<file path="src/mlbwg_pkg.sv">
package mlbwg_pkg;

  localparam int FRAC_BITS  = 16;
  localparam int GRID_NODES = 4096;
  localparam int POS_W      = 32;
  localparam int NODE_W     = 12;
  localparam int INV_W      = 31;
  localparam int BASE_W     = $clog2(GRID_NODES);
  localparam int DIFF_W     = POS_W + 1;
  localparam int HI_W       = DIFF_W - FRAC_BITS;
  localparam int LO_PROD_W  = FRAC_BITS + INV_W;
  localparam int T_W        = HI_W + INV_W + 1;
  localparam int N_W        = FRAC_BITS + 1;
  localparam int WEIGHT_W   = 17;
  localparam int GRAD_W     = 32;
  localparam int CFG_IDX_W  = 2;
  localparam int CFG_DATA_W = 32;
  localparam int QDEPTH     = 4;
  localparam int QPTR_W     = $clog2(QDEPTH);

  localparam logic [CFG_IDX_W-1:0] CFG_ORIGIN_X = 2'd0;
  localparam logic [CFG_IDX_W-1:0] CFG_ORIGIN_Y = 2'd1;
  localparam logic [CFG_IDX_W-1:0] CFG_INV_CELL = 2'd2;

  localparam logic [INV_W-1:0] INV_RESET = INV_W'(1) << FRAC_BITS;

  typedef struct packed {
    logic signed [T_W-1:0] tx;
    logic signed [T_W-1:0] ty;
    logic [NODE_W-1:0]     nx;
    logic [NODE_W-1:0]     ny;
  } cell_t;

  typedef enum logic [1:0] {
    SLOPE_ZERO,
    SLOPE_NEG,
    SLOPE_POS
  } slope_e;

endpackage

</file>
<file path="src/mlbwg_queue.sv">
module mlbwg_queue import mlbwg_pkg::*; (
  input  logic  clk_i,
  input  logic  rst_ni,
  input  logic  push_i,
  input  cell_t data_i,
  input  logic  pop_i,
  output logic  empty_o,
  output logic  busy_o,
  output cell_t data_o
);

  cell_t               mem_q [QDEPTH];
  logic [QPTR_W-1:0]   wr_q, wr_d, rd_q, rd_d;
  logic [QPTR_W:0]     cnt_q, cnt_d;
  logic                do_pop;

  assign empty_o = (cnt_q == '0);
  assign do_pop  = pop_i & ~empty_o;
  // Two items may still be in flight in the front part.
  assign busy_o  = (cnt_q >= (QPTR_W+1)'(QDEPTH - 2));
  assign data_o  = mem_q[rd_q];

  always_comb begin
    wr_d  = push_i ? wr_q + 1'b1 : wr_q;
    rd_d  = do_pop ? rd_q + 1'b1 : rd_q;
    cnt_d = cnt_q + (QPTR_W+1)'(push_i) - (QPTR_W+1)'(do_pop);
  end

  always_ff @(posedge clk_i or negedge rst_ni) begin
    if (!rst_ni) begin
      wr_q  <= '0;
      rd_q  <= '0;
      cnt_q <= '0;
    end else begin
      wr_q  <= wr_d;
      rd_q  <= rd_d;
      cnt_q <= cnt_d;
    end
  end

  always_ff @(posedge clk_i) begin
    if (push_i) begin
      mem_q[wr_q] <= data_i;
    end
  end

endmodule

</file>
<file path="config.mk">
export PLATFORM = sky130hd
export DESIGN_NAME = mlbwg_queue
export DESIGN_NICKNAME = d
export VERILOG_FILES = /design/src/mlbwg_pkg.sv /design/src/mlbwg_queue.sv
export SDC_FILE = /design/constraint.sdc
export NUM_CORES = 1
export LEC_CHECK = 0
export CAP_MARGIN = 20
export CORE_ASPECT_RATIO = 0.9
export CORE_MARGIN = 10
export CORE_UTILIZATION = 46
export CTS_CLUSTER_SIZE = 14
export DETAILED_ROUTE_END_ITERATION = 8
export DONT_BUFFER_PORTS = 1
export PLACE_DENSITY_LB_ADDON = 0.15
export SETUP_SLACK_MARGIN = 0.5
export SYNTH_ARGS = -nofsm -noshare
export SYNTH_HDL_FRONTEND = slang
export SYNTH_SLANG_ARGS = --single-unit
</file>
<file path="constraint.sdc">
create_clock -name clk_i -period 6.4 [get_ports clk_i]
set_input_delay 0.96 -clock clk_i [delete_from_list [all_inputs] [get_ports clk_i]]
set_output_delay 0.96 -clock clk_i [all_outputs]
set_load 0.005 [all_outputs]
</file>
[Yosys cells after proc, flatten, opt, wreduce, memory -nomap -nowiden]
Memory sizes are Yosys's and may differ from the RTL's.
Cells that the tools add are included.
Cells by class
  $add $sub $neg: 4
  order comparisons: 1
  multiplexer cells: 2
  bitwise logic cells: 2
  reduce and logical (&&, ||, !) cells: 1
Operator list (number)
  2-bit by 1-bit adder with 2-bit output, second input constant: 2
  3-bit by 1-bit adder with 3-bit output: 1
  3-bit by 2-bit greater-or-equal comparator with 1-bit output, second input constant: 1
  3-bit logical NOT: 1
  3-bit by 1-bit subtractor with 3-bit output: 1
  1-bit 2-to-1 mux: 2
  1-bit AND: 1
  1-bit inverter: 1
Storage, ports and cells
  flip-flop bits (word level): 7
  memory bits (writable): 488
  input bits: 126
  output and inout bits: 124
  word-level logic and storage cells: 14
  memories: 1
Memory list
  mem_q: depth 4, width 122, rd ports 1, clocked after memory_dff 0, write ports 1, RTL line mlbwg_queue.sv:12  | cell_t mem_q [QDEPTH];

[Depth between registers and ports, before layout]
  depth after elaboration: 4
  gate-level depth with buffers: 8
  mapped depth without buffers: 8

[Least setup slack after synthesis]
Ideal clock, no wire load.
  kind: in2reg
  start: in push_i
  end: mem mem_q[0][0] (netlist name) (enable)
  setup time: 0.495 ns
  arrival time: 3.759 ns
  data required time: 5.905 ns
  setup slack: 2.146 ns
  stages: 1
  path buffers: 0
  cell sequence: and2_1
On the way
  word-level cells in the longest chain between the ends: 2
RTL lines
  start: declaration: RTL line mlbwg_queue.sv:4  | input logic push_i,
  1-bit 2-to-1 mux: RTL line mlbwg_queue.sv:42  | if (push_i) begin
  1-bit 2-to-1 mux (not written as such): RTL line mlbwg_queue.sv:43  | mem_q[wr_q] <= data_i;
  end: declaration: RTL line mlbwg_queue.sv:12
Every way passes these cells.

==> impl_metrics.prom <==
# TYPE chip_impl_metric gauge
chip_impl_metric{name="cts_resized",unit=""} 0
chip_impl_metric{name="synth-seq-area-share",unit="%"} 82.4
chip_impl_metric{name="floorplan.rows",unit=""} 68
chip_impl_metric{name="post_route_cells_drive_above_1_share",unit="%"} 27.5
chip_impl_metric{name="grt_start_max_net_pins",unit=""} 76
chip_impl_metric{name="syn_area_per_cell",unit="sq um"} 26.6
chip_impl_info{name="end_kind",value="output port"} 1
chip_impl_metric{name="area_growth_syn_to_layout",unit="%"} 12.3
chip_impl_metric{name="vias",unit=""} 6975
chip_impl_metric{name="p_switching",unit="mW"} 2.53
chip_impl_metric{name="netlist_area",unit="sq mm"} 0.0180
chip_impl_metric{name="clock-skew-final",unit="ns"} 0.0151
chip_impl_metric{name="power.switching_fraction",unit="%"} 27.0
chip_impl_metric{name="timing.final.max_slew_violations",unit=""} 0
chip_impl_metric{name="global_route_wire_length_before_repair",unit="mm"} 51.4
chip_impl_metric{name="post_drt_via_cell_ratio",unit=""} 5.49
chip_impl_metric{name="syn_inst",unit=""} 676
chip_impl_metric{name="synth-async-reset-ratio",unit="%"} 1.41
chip_impl_metric{name="dr.pass1.iters",unit=""} 4
chip_impl_metric{name="finalWeightedCongestion",unit=""} 0.693
chip_impl_metric{name="hold_slack",unit="ns"} 0.0747
chip_impl_metric{name="synth_nets",unit=""} 810
chip_impl_metric{name="antenna_found_initial",unit=""} 0
chip_impl_metric{name="ffs_latches_synth",unit=""} 495
chip_impl_metric{name="grt.overflow.total",unit=""} 0
chip_impl_metric{name="routed_wl",unit="mm"} 34.6
chip_impl_metric{name="post-synth-top-area-fraction",unit="%"} 81.4
chip_impl_metric{name="power_density",unit="mW/mm^2"} 464
chip_impl_info{name="synthDominantAreaCellType",value="edfxtp_1"} 1
chip_impl_metric{name="critical_path_arrival",unit="ns"} 3.00
chip_impl_metric{name="post-route-min-period",unit="ns"} 3.96
chip_impl_metric{name="synth.distinct_cells",unit=""} 18
chip_impl_metric{name="final_setup_tns",unit="ns"} 0
chip_impl_info{name="hold_path.class",value="in2async"} 1
chip_impl_metric{name="tightestPinTransition",unit="ns"} 1.04
chip_impl_metric{name="number_of_antenna_diodes",unit=""} 0
chip_impl_metric{name="finish.net_count",unit=""} 842
chip_impl_metric{name="critPathMaxFanout",unit=""} 67
chip_impl_metric{name="grt_usage",unit="%"} 14.5
chip_impl_metric{name="internal_power",unit="mW"} 6.85
chip_impl_metric{name="cp.required",unit="ns"} 5.44
chip_impl_metric{name="dieArea",unit="sq mm"} 0.0475
chip_impl_info{name="outcome",value="finished clean"} 1
chip_impl_metric{name="initial_utilization",unit="%"} 46.7
chip_impl_info{name="synth.top_cells.by_area",value="edfxtp_1 81%, mux4_2 15%, dfrtp_1 0.97%"} 1
chip_impl_metric{name="share_comb_of_total_power",unit="%"} 21.3
chip_impl_info{name="ys.flop_type",value="edfxtp_1"} 1
chip_impl_metric{name="number_of_cts_inserted_buffers",unit=""} 49
chip_impl_metric{name="clk_pin_slew",unit="ns"} 0.06
chip_impl_info{name="critPathKind",value="reg2out"} 1
chip_impl_metric{name="cts_hold_repair.buffers",unit=""} 0
chip_impl_metric{name="finalSetupViolCount",unit=""} 0
chip_impl_metric{name="p_clk_share",unit="%"} 30.3
chip_impl_metric{name="ctsLongestPathBuffers",unit=""} 3
chip_impl_metric{name="port-buffer-count",unit=""} 0
chip_impl_metric{name="design.core.area",unit="sq mm"} 0.0385
chip_impl_metric{name="finalCritPeriodShare",unit="%"} 61.9
chip_impl_metric{name="floorplan.die.height",unit="microns"} 208
chip_impl_metric{name="ioPinCount",unit=""} 250
chip_impl_metric{name="synth.yosys.warnings",unit=""} 0
chip_impl_metric{name="sequentialPowerShare",unit="%"} 48.3
chip_impl_metric{name="cap_violations",unit=""} 0
chip_impl_metric{name="worst_skew_pair.late_latency",unit="ns"} 0.57
chip_impl_metric{name="worst_ir_drop_vdd",unit="uV"} 286
chip_impl_info{name="tritoncts",value="built"} 1
chip_impl_metric{name="max-slew-margin-rel",unit="%"} 30.4
chip_impl_metric{name="htree_levels",unit=""} 2
chip_impl_info{name="buffer_cell_driving_the_clock_tree_root",value="clkbuf_16"} 1
chip_impl_metric{name="die_width",unit="microns"} 229
chip_impl_metric{name="clock_sink_count",unit=""} 495
chip_impl_metric{name="final_hpwl_from_detailed_placement",unit="mm"} 21.1
chip_impl_metric{name="synth_enable_flop_cells",unit=""} 488
chip_impl_info{name="worstSetupStartpointType",value="flip-flop"} 1
chip_impl_metric{name="drc_errors",unit=""} 0
chip_impl_metric{name="report.final.hold_viol_count",unit=""} 0
chip_impl_metric{name="drt_iter0_drc",unit=""} 542
chip_impl_metric{name="wl_per_cell",unit="microns"} 27.2
chip_impl_info{name="grt_setup_unrepaired",value="no"} 1
chip_impl_metric{name="grt_pass1_vias",unit=""} 7556
chip_impl_info{name="mostFrequentLayoutCell",value="edfxtp_1"} 1
chip_impl_metric{name="total_leakage_power",unit="nW"} 6.34
chip_impl_info{name="most-common-layout-cells",value="488 x edfxtp_1, 122 x mux4_2, 51 x clkbuf_16"} 1
chip_impl_metric{name="postCtsSetupRepairBufs",unit=""} 0
chip_impl_metric{name="fmax",unit="MHz"} 253
chip_impl_metric{name="final_antenna_net_count",unit=""} 0
layer usage:
layer | wire length [microns] | track usage [%] | vias to the layer above
met5 | 0 | 0 | -
met4 | 748 | 4.81 | 0
met3 | 4330 | 8.27 | 51
met2 | 16400 | 22.2 | 222
met1 | 13100 | 16.9 | 3714
li1 | - | - | 2988
cells in the mapped netlist, types with 2 or more instances:
| master | instances |
|---|---|
| edfxtp_1 | 488 |
| mux4_2 | 122 |
| buf_2 | 15 |
| inv_1 | 9 |
| buf_6 | 8 |
| dfrtp_1 | 7 |
| ha_1 | 7 |
| and2_1 | 4 |
| clkbuf_1 | 4 |
| o31ai_1 | 2 |
| xnor2_1 | 2 |
| xor2_1 | 2 |
worst max-delay path, stage by stage (launching register included):
cell and delay (ns):
dfrtp_4 1.07, buf_4 0.80, mux4_2 0.48
kinds of logic (layout without fill, tap and decap cells):
| logic type | count (synthesis) | in the layout | synth area share (%) |
|---|---|---|---|
| multiplexers | 122 | 122 | 15.3 |
| adder cells (fa/ha/maj) | 8 | 8 | 0.598 |
| buffers and inverters | 37 | 107 | 1.23 |
| AO/OA/AOI/OAI | 4 | 4 | 0.160 |
| XOR/XNOR | 4 | 4 | 0.195 |
| flip-flops | 495 | 495 | 82.4 |
| AND/OR/NAND/NOR | 6 | 6 | 0.188 |
flip-flops by register name, summed over array words and instances, names as in the netlist:
name and flops:
cnt_q 3, mem_q 488, rd_q 2, wr_q 2
area by class of cell:
cell class / count / area, sq um
clock buffers: 61 / 1310
repair buffers: 9 / 120
flip-flops and latches: 495 / 14800
multi-input cells: 144 / 2960
clock inverters: 28 / 294
well taps: 525 / 657
fillers: 2898 / 18300
inverters: 9 / 33.8
final timing paths:
| check | startpoint | end | slack (ns) | depth (start not counted) |
|---|---|---|---|---|
| worst max register to register | wr_q[1] | mem_q[0][83] | 3.65 | 4 |
| worst min-delay path | rst_ni | cnt_q[0] | 0.07 | 0 |
| worst max-delay path | rd_q[1] | data_o[114] | 2.44 | 2 |
| max in group asynchronous | rst_ni | rd_q[1] | 6.24 | 0 |
| worst min register to register | wr_q[0] | wr_q[0] | 0.53 | 1 |
| min in group clk_i | data_i[47] | mem_q[3][47] | 0.47 | 0 |
power by group through the flow:
stage	registers (mW)	clock network (mW)	logic (mW)
after detailed placement	4.62	0	2.07
final	4.53	2.84	2.00
after global placement	4.58	0	2.06
after CTS	4.56	2.92	2.08
after global routing	4.60	3.05	2.18
after floorplan	4.46	0	1.66
through the flow:
step / std cells / area, sq um / util [%] / power (mW) / worst slack [ns]
after detailed placement: 1180 / 18600 / 48.1 / 6.70 / 2.96
after global placement: 1180 / 18600 / 48.1 / 6.64 / 2.99
after CTS: 1269 / 20200 / 52.3 / 9.56 / 2.33
after global routing: 1271 / 20200 / 52.5 / 9.84 / 2.25
after floorplan: 676 / 18000 / - / 6.12 / 2.15
final: 1271 / 20200 / 52.5 / 9.38 / 2.44
No activity file was read; power rests on OpenSTA's default activity.
