==> src/mlbwg_pkg.sv <==
package mlbwg_pkg;

  localparam int FRAC_BITS  = 16;
  localparam int GRID_NODES = 4096;
  localparam int POS_W      = 32;
  localparam int NODE_W     = 12;
  localparam int INV_W      = 31;
  localparam int BASE_W     = $clog2(GRID_NODES);
  localparam int DIFF_W     = POS_W + 1;
  localparam int HI_W       = DIFF_W - FRAC_BITS;
  localparam int LO_PROD_W  = FRAC_BITS + INV_W;
  localparam int T_W        = HI_W + INV_W + 1;
  localparam int N_W        = FRAC_BITS + 1;
  localparam int WEIGHT_W   = 17;
  localparam int GRAD_W     = 32;
  localparam int CFG_IDX_W  = 2;
  localparam int CFG_DATA_W = 32;
  localparam int QDEPTH     = 4;
  localparam int QPTR_W     = $clog2(QDEPTH);

  localparam logic [CFG_IDX_W-1:0] CFG_ORIGIN_X = 2'd0;
  localparam logic [CFG_IDX_W-1:0] CFG_ORIGIN_Y = 2'd1;
  localparam logic [CFG_IDX_W-1:0] CFG_INV_CELL = 2'd2;

  localparam logic [INV_W-1:0] INV_RESET = INV_W'(1) << FRAC_BITS;

  typedef struct packed {
    logic signed [T_W-1:0] tx;
    logic signed [T_W-1:0] ty;
    logic [NODE_W-1:0]     nx;
    logic [NODE_W-1:0]     ny;
  } cell_t;

  typedef enum logic [1:0] {
    SLOPE_ZERO,
    SLOPE_NEG,
    SLOPE_POS
  } slope_e;

endpackage

==> src/mlbwg_back.sv <==
module mlbwg_back import mlbwg_pkg::*; (
  input  logic                     clk_i,
  input  logic                     rst_ni,
  input  logic                     valid_i,
  input  cell_t                    cell_i,
  input  logic [INV_W-1:0]         inv_i,
  output logic                     valid_o,
  output logic [BASE_W-1:0]        base_x_o,
  output logic [BASE_W-1:0]        base_y_o,
  output logic [WEIGHT_W-1:0]      weight_o,
  output logic signed [GRAD_W-1:0] grad_x_o,
  output logic signed [GRAD_W-1:0] grad_y_o
);

  localparam int B_W = T_W - FRAC_BITS;
  localparam logic signed [T_W-1:0] ONE = T_W'(1) << FRAC_BITS;

  function automatic logic [BASE_W-1:0] sat_base(input logic signed [T_W-1:0] t);
    logic [B_W-1:0] b;
    b = t[T_W-1:FRAC_BITS];
    if (b[B_W-1]) begin
      sat_base = '0;
    end else if (b > B_W'(GRID_NODES - 1)) begin
      sat_base = BASE_W'(GRID_NODES - 1);
    end else begin
      sat_base = b[BASE_W-1:0];
    end
  endfunction

  function automatic logic [N_W-1:0] tent(input logic signed [T_W-1:0] d);
    logic signed [T_W-1:0] a;
    logic signed [T_W-1:0] r;
    a = d[T_W-1] ? -d : d;
    r = ONE - a;
    if (a < ONE) begin
      tent = r[N_W-1:0];
    end else begin
      tent = '0;
    end
  endfunction

  function automatic slope_e slope(input logic signed [T_W-1:0] d);
    if (d > ONE || d < -ONE) begin
      slope = SLOPE_ZERO;
    end else if (!d[T_W-1]) begin
      slope = SLOPE_NEG;
    end else begin
      slope = SLOPE_POS;
    end
  endfunction

  function automatic logic [GRAD_W-1:0] apply(input slope_e s, input logic [GRAD_W-1:0] m);
    case (s)
      SLOPE_NEG: apply = -m;
      SLOPE_POS: apply = m;
      default:   apply = '0;
    endcase
  endfunction

  logic signed [T_W-1:0]      ddx, ddy;
  logic                       v0_q, v1_q, v2_q;
  logic [BASE_W-1:0]          bx0_q, by0_q, bx1_q, by1_q, bx2_q, by2_q;
  logic [N_W-1:0]             nx_q, ny_q;
  slope_e                     sx0_q, sy0_q, sx1_q, sy1_q;
  logic [2*N_W-1:0]           wprod;
  logic [N_W+INV_W-1:0]       gxprod, gyprod;
  logic [WEIGHT_W-1:0]        w1_q, w2_q;
  logic [GRAD_W-1:0]          mx_q, my_q, gx2_q, gy2_q;

  assign ddx = cell_i.tx - $signed(T_W'({cell_i.nx, FRAC_BITS'(0)}));
  assign ddy = cell_i.ty - $signed(T_W'({cell_i.ny, FRAC_BITS'(0)}));

  assign wprod  = nx_q * ny_q;
  assign gxprod = ny_q * inv_i;
  assign gyprod = nx_q * inv_i;

  always_ff @(posedge clk_i or negedge rst_ni) begin
    if (!rst_ni) begin
      v0_q <= 1'b0;
      v1_q <= 1'b0;
      v2_q <= 1'b0;
    end else begin
      v0_q <= valid_i;
      v1_q <= v0_q;
      v2_q <= v1_q;
    end
  end

  always_ff @(posedge clk_i) begin
    bx0_q <= sat_base(cell_i.tx);
    by0_q <= sat_base(cell_i.ty);
    nx_q  <= tent(ddx);
    ny_q  <= tent(ddy);
    sx0_q <= slope(ddx);
    sy0_q <= slope(ddy);

    bx1_q <= bx0_q;
    by1_q <= by0_q;
    sx1_q <= sx0_q;
    sy1_q <= sy0_q;
    w1_q  <= wprod[FRAC_BITS +: WEIGHT_W];
    mx_q  <= gxprod[FRAC_BITS +: GRAD_W];
    my_q  <= gyprod[FRAC_BITS +: GRAD_W];

    bx2_q <= bx1_q;
    by2_q <= by1_q;
    w2_q  <= w1_q;
    gx2_q <= apply(sx1_q, mx_q);
    gy2_q <= apply(sy1_q, my_q);
  end

  assign valid_o  = v2_q;
  assign base_x_o = bx2_q;
  assign base_y_o = by2_q;
  assign weight_o = w2_q;
  assign grad_x_o = gx2_q;
  assign grad_y_o = gy2_q;

endmodule

==> config.mk <==
export PLATFORM = sky130hd
export DESIGN_NAME = mlbwg_back
export DESIGN_NICKNAME = d
export VERILOG_FILES = /design/src/mlbwg_pkg.sv /design/src/mlbwg_back.sv
export SDC_FILE = /design/constraint.sdc
export NUM_CORES = 2
export LEC_CHECK = 0
export BUFFER_PORTS_ARGS = -buffer_cell sky130_fd_sc_hd__buf_2
export CORE_ASPECT_RATIO = 1.25
export CORE_UTILIZATION = 45
export CTS_CLUSTER_DIAMETER = 150
export DETAILED_ROUTE_END_ITERATION = 10
export PLACE_DENSITY = 0.71
export SETUP_SLACK_MARGIN = 0.2
export SYNTH_ARGS = -nofsm -noshare
export SYNTH_HDL_FRONTEND = slang
export SYNTH_SLANG_ARGS = --single-unit
==> constraint.sdc <==
create_clock -name clk_i -period 9.7 [get_ports clk_i]
set_input_delay 1.455 -clock clk_i [delete_from_list [all_inputs] [get_ports clk_i]]
set_output_delay 1.455 -clock clk_i [all_outputs]
set_load 0.005 [all_outputs]
* After elaboration in Yosys (flattened, before gate mapping)
Cells that the tools add are included.
** Word-level totals
- Input port bits :: 156
- Output and inout port bits :: 106
- Bits in registers :: 279
- Word-level logic and storage cells :: 54
** Operators by class
- $mul :: 3
- Muxes and demuxes :: 8
- Magnitude comparators :: 8
- $add $sub $neg :: 8
- Reductions and logical operators :: 2
- Equal/unequal tests :: 4
** Operators by type and width (count)
- case mux 32 bit (2 select lines) :: 2
- > comparator 49 x 18 -> 1 bit, second input constant :: 2
- < comparator 49 x 17 -> 1 bit, second input constant :: 2
- < comparator 49 x 18 -> 1 bit, second input constant :: 2
- 2-to-1 mux 49 bit :: 2
- negation 49 bit :: 2
- subtractor 49 x 29 -> 49 bit :: 2
- multiplier 17 x 31 -> 48 bit :: 2
- > comparator 33 x 12 -> 1 bit, second input constant :: 2
- negation 32 bit :: 2
- subtractor 17 bit, first input constant :: 2
- multiplier 17 x 17 -> 33 bit :: 1
- 2-to-1 mux 12 bit :: 2
- == test 2 x 1 -> 1 bit, second input constant :: 2
- == test 2 bit, second input constant :: 2
- 2-to-1 mux 2 bit :: 2
- logical OR 1 bit :: 2

* Logic depth before layout (Yosys ltp)
- Depth in word-level cells :: 4
- Mapped depth :: 28
- Mapped depth without buffers :: 27

* Least setup slack after synthesis
Ideal clock, no wire load.
- Path kind :: input -> register
- From :: in inv_i[14]
- To :: reg mx_q[30]
- Path buffers :: 1
- Arrival :: 7.734 ns
- Data required time :: 9.628 ns
- Setup time :: 0.072 ns
- Slack :: 1.894 ns
- Stages on the path :: 26
- Cells stage by stage :: clkbuf_1 -> and2_1 -> fa_1 -> inv_1 -> fa_1 -> inv_1 -> fa_1 -> inv_1 -> fa_1 -> fa_1 -> fa_1 -> inv_1 -> ha_1 -> and4_1 -> nand2_1 -> o211ai_1 -> a31oi_1 -> o31ai_1 -> a221o_1 -> a211oi_1 -> o31ai_1 -> a31o_2 -> nand3_1 -> a21bo_2 -> a21boi_0 -> xor2_1
** Between the ends
- Word-level cells in the longest chain between the ends :: 1
** RTL lines
- from (decl) :: line mlbwg_back.sv:6 : input logic [INV_W-1:0] inv_i,
- multiplier 17 x 31 -> 48 bit :: line mlbwg_back.sv:74 : assign gxprod = ny_q * inv_i;
- via gxprod[46] :: line mlbwg_back.sv:66 : logic [N_W+INV_W-1:0] gxprod, gyprod;
- to (signal assigned) :: line mlbwg_back.sv:102 : mx_q <= gxprod[FRAC_BITS +: GRAD_W];
- to (decl) :: line mlbwg_back.sv:68 : logic [GRAD_W-1:0] mx_q, my_q, gx2_q, gy2_q;
The timed path passes the listed nets, and every way through them passes these cells.
A chain may end at the register's enable or synchronous reset.

* Final worst setup path
- From :: in inv_i[3]
- To :: reg mx_q[30]
The elaborated chain is that of the path after synthesis.

==> results.md <==
Yosys:
- In the synthesized netlist the dominant register cell turns out to be sky130_fd_sc_hd__dfxtp_1.
- The average instance in the mapped netlist occupies 8.526 um^2.
- The net count of the mapped netlist is 8,007.
- The synthesized instance count is 6,390.
- The number of enable-type register cells in the synthesized netlist is 0.
- The portion of the post-synthesis area used by sequential elements is 10.28%.
- The synthesized netlist occupies a cell area of 54,480 um^2.
- The number of register bits inferred by synthesis is 279.
- Yosys printed 0 warnings.
- The number of library cell types mapped by synthesis is 95.
- Of all flip-flops after synthesis, the portion carrying an async set or reset was 1.075%.

STA:
- The worst pin sits at a relative slew slack of 15.86%.
- Setup violations remaining at the end of the flow were counted as 0.
- At the pin with the least slew margin, the transition time is 1.260 ns.
- The number of max-slew violations in the final report was 0.
- The number of hold-slack violations in the final timing report was 0.
- The setup slack after layout is 1.491 ns.
- The fraction of the cycle the final worst path needs is 84.63%.
- Between clock sinks in the finished design, the worst skew comes to 0.02559 ns.
- The smallest clock period supported by the final layout is computed as 8.209 ns.
- The maximum clock rate is 0.1218 GHz.
- Setup repair after global routing left no endpoint under its margin.
- After routing, the total negative slack on setup checks comes to 0 ns.
- The worst slack on hold paths is 0.3099 ns.

Clocking:
- The clock drives 279 sinks.
- The clock-pin slew reported for the worst setup and hold paths after clock tree synthesis is 0.07 ns.
- The clock tree from TritonCTS is built.
- Counting along the longest clock path gives a buffer depth of 3.
- The count of hold-fix buffers inserted at cts is 0.
- The tree is rooted in a sky130_fd_sc_hd__clkbuf_16.
- Clock tree synthesis inserted a total of 35 buffers.
- The H-tree was split into 2 levels.
- The number of setup buffers added after CTS is 0.
- The number of gates resized after CTS was 0.
- The clock network latency to the later pin of the worst-skew pair is 0.60 ns.

Finish:
- The layout overhead on the synthesized area is 7.025%.
- The layout has 11,372 filler cells.
- The number of nets in the final layout is 8,057.
- In the final layout, the share of cells above drive strength 1 is 7.317%.
- Measured on the finished design, the core utilization comes to 48.62%.

Global routing:
- The global-route wire length before repair is 246,800 um.
- The initial antenna violation count is 16.
- Across every metal layer, demand over resource in global routing totals 25.42%.
- The pin count of the biggest net entering global routing is 49.
- The number of global-route vias before repair is 46,921.
- The sum of overflow across all layers after global routing is 0.

Placement:
- The pre-CTS setup slack is 0.9579 ns.
- The final HPWL from detailed placement is 116,100 um.
- The count of buffers from port buffering is 261.
- The final weighted congestion in routability-driven placement is 0.9046.

Die:
- The height of the die is 391.0 um.
- The I/O pin count is 262.
- The floorplan die width is 313.2 um.
- The die footprint is 122,500 um^2.
- The floorplan step defined a core boundary enclosing 119,900 um^2.
- The effective utilization at floorplan is 45.43%.
- The number of placement rows is 142.

Routing:
- The routed design has 150,800 um of wire.
- The pre-antenna-repair detailed-routing pass consisted of 5 iterations.
- The routed length per placed instance is 18.72 um.
- The via density per instance is 5.390.
- The number of nets with antenna violations after detailed routing is 0.
- The violation count after the first detailed-routing iteration is 2,744.
- The routed via count is 43,406.
- For this run, design rule violations remaining after detail routing come to 0.

Setup path:
- The critical path is of the in -> reg type.
- The required time of the critical path is 10.20 ns.
- The capturing element type of the critical path is a flop.
- Along the worst path, the maximum fanout reaches 34.
- At the worst endpoint, the arrival time is 8.71 ns.
- The worst setup path is launched from a primary input.

Hold path:
- The min-delay analysis places its worst path in the category reg -> reg.

Power:
- IR analysis of the VDD net gives a maximum drop of 0.1352 mV.
- Dividing total power by cell area gives a power density of 51.00 nW/um^2.
- In this run the static leakage power is 29.23 nW.

Run status:
- The run finished with clean final reports.

Job:
- The max-cap check violation count is 0.
[cells by family after synthesis]
group,Yosys count,synth area share [%]
AO/OA/AOI/OAI,549,6.513
XOR/XNOR,199,3.199
adder cells (fa/ha/maj),1461,48.53
buffers and inverters,1634,11.35
flip-flops,279,10.28
multiplexers,7,0.1355
AND/OR/NAND/NOR,2261,19.99
[placed cells by master, fill, tap and decap left out, types with 97 or more instances in the layout]
cell type                 Yosys  routed
sky130_fd_sc_hd__xnor2_1    136     135
sky130_fd_sc_hd__buf_2        5     261
sky130_fd_sc_hd__nand2_1   1009    1009
sky130_fd_sc_hd__inv_1     1297    1297
sky130_fd_sc_hd__fa_1      1087    1087
sky130_fd_sc_hd__a21oi_1    177     177
sky130_fd_sc_hd__nor2_1     298     298
sky130_fd_sc_hd__and2_1     495     495
sky130_fd_sc_hd__dfxtp_1    276     267
sky130_fd_sc_hd__nor3_1     121     121
sky130_fd_sc_hd__ha_1       374     374
sky130_fd_sc_hd__o21ai_0     97      97
[worst paths after layout]
path | startpoint | endpoint | slack, ns | depth (start not counted)
setup / recovery | inv_i[3] | mx_q[30] | 1.49 | 24
hold / removal | by0_q[8] | by1_q[8] | 0.31 | 0
setup reg to reg | ny_q[6] | mx_q[30] | 1.56 | 25
hold reg to reg | by0_q[8] | by1_q[8] | 0.31 | 0
max in group asynchronous | rst_ni | v0_q | 8.93 | 1
min in group asynchronous | rst_ni | v1_q | 0.66 | 1
[cell type report]
type	instances	area [um^2]	area share, %
multi-input combinational	4477	42710	73.25
sequential	279	5612	9.624
inverter	1300	4880	8.369
timing repair buffer	347	1989	3.412
tap	1584	1982	3.399
clock buffer	45	953.4	1.635
clock inverter	16	166.4	0.2854
antenna	5	12.51	0.02146
[metal layers]
| layer | global-route usage (%) | part of all wire, % |
|---|---|---|
| met5 | 0 | 0.095 |
| met3 | 4.975 | 7.7 |
| met1 | 29.69 | 37 |
| met4 | 11.67 | 5.2 |
| met2 | 44.77 | 50 |
[Yosys cell counts, types with 5 or more instances]
| cell type | n | share of area [%] |
|---|---|---|
| sky130_fd_sc_hd__or2_2 | 15 | 0.17 |
| sky130_fd_sc_hd__a21o_1 | 46 | 0.63 |
| sky130_fd_sc_hd__a32oi_1 | 5 | 0.080 |
| sky130_fd_sc_hd__and2_1 | 495 | 5.7 |
| sky130_fd_sc_hd__xor2_1 | 63 | 1.0 |
| sky130_fd_sc_hd__o22ai_1 | 6 | 0.069 |
| sky130_fd_sc_hd__nor4_1 | 37 | 0.42 |
| sky130_fd_sc_hd__o41ai_1 | 9 | 0.14 |
| sky130_fd_sc_hd__nand3b_1 | 20 | 0.28 |
| sky130_fd_sc_hd__a211o_1 | 5 | 0.080 |
| sky130_fd_sc_hd__or4_1 | 21 | 0.29 |
| sky130_fd_sc_hd__nand3_1 | 60 | 0.55 |
| sky130_fd_sc_hd__inv_1 | 1297 | 8.9 |
| sky130_fd_sc_hd__nand2_1 | 1009 | 7.0 |
| sky130_fd_sc_hd__o21ai_0 | 97 | 0.89 |
| sky130_fd_sc_hd__nor3_1 | 121 | 1.1 |
| sky130_fd_sc_hd__a311oi_1 | 6 | 0.096 |
| sky130_fd_sc_hd__or3_1 | 37 | 0.42 |
| sky130_fd_sc_hd__a21oi_1 | 177 | 1.6 |
| sky130_fd_sc_hd__fa_1 | 1087 | 40 |
| sky130_fd_sc_hd__a31oi_1 | 26 | 0.30 |
| sky130_fd_sc_hd__clkbuf_1 | 321 | 2.2 |
| sky130_fd_sc_hd__dfxtp_1 | 276 | 10 |
| sky130_fd_sc_hd__nor3b_1 | 11 | 0.15 |
| sky130_fd_sc_hd__a211oi_1 | 14 | 0.19 |
| sky130_fd_sc_hd__o21a_1 | 34 | 0.47 |
| sky130_fd_sc_hd__o2111ai_1 | 6 | 0.096 |
| sky130_fd_sc_hd__nor4b_1 | 5 | 0.080 |
| sky130_fd_sc_hd__a22oi_1 | 11 | 0.15 |
| sky130_fd_sc_hd__nor2_1 | 298 | 2.1 |
| sky130_fd_sc_hd__buf_2 | 5 | 0.046 |
| sky130_fd_sc_hd__and3_1 | 17 | 0.20 |
| sky130_fd_sc_hd__nor2b_1 | 20 | 0.23 |
| sky130_fd_sc_hd__ha_1 | 374 | 8.6 |
| sky130_fd_sc_hd__nand4_1 | 29 | 0.33 |
| sky130_fd_sc_hd__a21oi_2 | 10 | 0.16 |
| sky130_fd_sc_hd__xnor2_1 | 136 | 2.2 |
| sky130_fd_sc_hd__a21boi_0 | 6 | 0.083 |
| sky130_fd_sc_hd__o31ai_1 | 15 | 0.21 |
| sky130_fd_sc_hd__o211ai_1 | 16 | 0.22 |
| sky130_fd_sc_hd__o21bai_1 | 9 | 0.12 |
| sky130_fd_sc_hd__nand2b_1 | 23 | 0.26 |
| sky130_fd_sc_hd__nand4b_1 | 8 | 0.13 |
| sky130_fd_sc_hd__and4_1 | 6 | 0.096 |
[critical path: stages]
cell,delay [ns]
sky130_fd_sc_hd__buf_2,0.50
sky130_fd_sc_hd__nand2_1,0.14
sky130_fd_sc_hd__fa_1,0.50
sky130_fd_sc_hd__fa_1,0.57
sky130_fd_sc_hd__fa_1,0.46
sky130_fd_sc_hd__fa_1,0.53
sky130_fd_sc_hd__fa_1,0.46
sky130_fd_sc_hd__fa_1,0.50
sky130_fd_sc_hd__inv_1,0.04
sky130_fd_sc_hd__ha_1,0.32
sky130_fd_sc_hd__and4_1,0.26
sky130_fd_sc_hd__nand2_1,0.07
sky130_fd_sc_hd__o211ai_1,0.16
sky130_fd_sc_hd__a31oi_1,0.16
sky130_fd_sc_hd__o31ai_1,0.66
sky130_fd_sc_hd__a221o_1,0.43
sky130_fd_sc_hd__a211oi_1,0.16
sky130_fd_sc_hd__o31ai_1,0.27
sky130_fd_sc_hd__buf_4,0.18
sky130_fd_sc_hd__a31o_2,0.18
sky130_fd_sc_hd__nand3_1,0.10
sky130_fd_sc_hd__a21bo_2,0.21
sky130_fd_sc_hd__a21boi_0,0.19
sky130_fd_sc_hd__xor2_1,0.16
[report_power, final]
part	internal (mW)	switching, mW
Sequential	1.16	0.00366
Clock	0.754	0.564
Combinational	0.154	0.336
Total	2.07	0.903
[metrics by stage]
| step | instances | power, mW | instance area, um^2 |
|---|---|---|---|
| finish | 8053 | 2.974 | 58310 |
| global route | 8052 | 3.105 | 58310 |
| CTS | 8048 | 3.015 | 58300 |
| detailed placement | 7987 | 1.670 | 57180 |
| global placement | 7987 | 1.664 | 57180 |
| floorplan | 6390 | 1.489 | 54480 |
[state kept, by name, summed over array words and instances, names as in the netlist, 17 cells and up]
register	count
my_q	32
mx_q	32
weight_o	17
w1_q	17
ny_q	17
nx_q	17
grad_x_o	32
grad_y_o	32
Power figures use the tool's default switching activity.
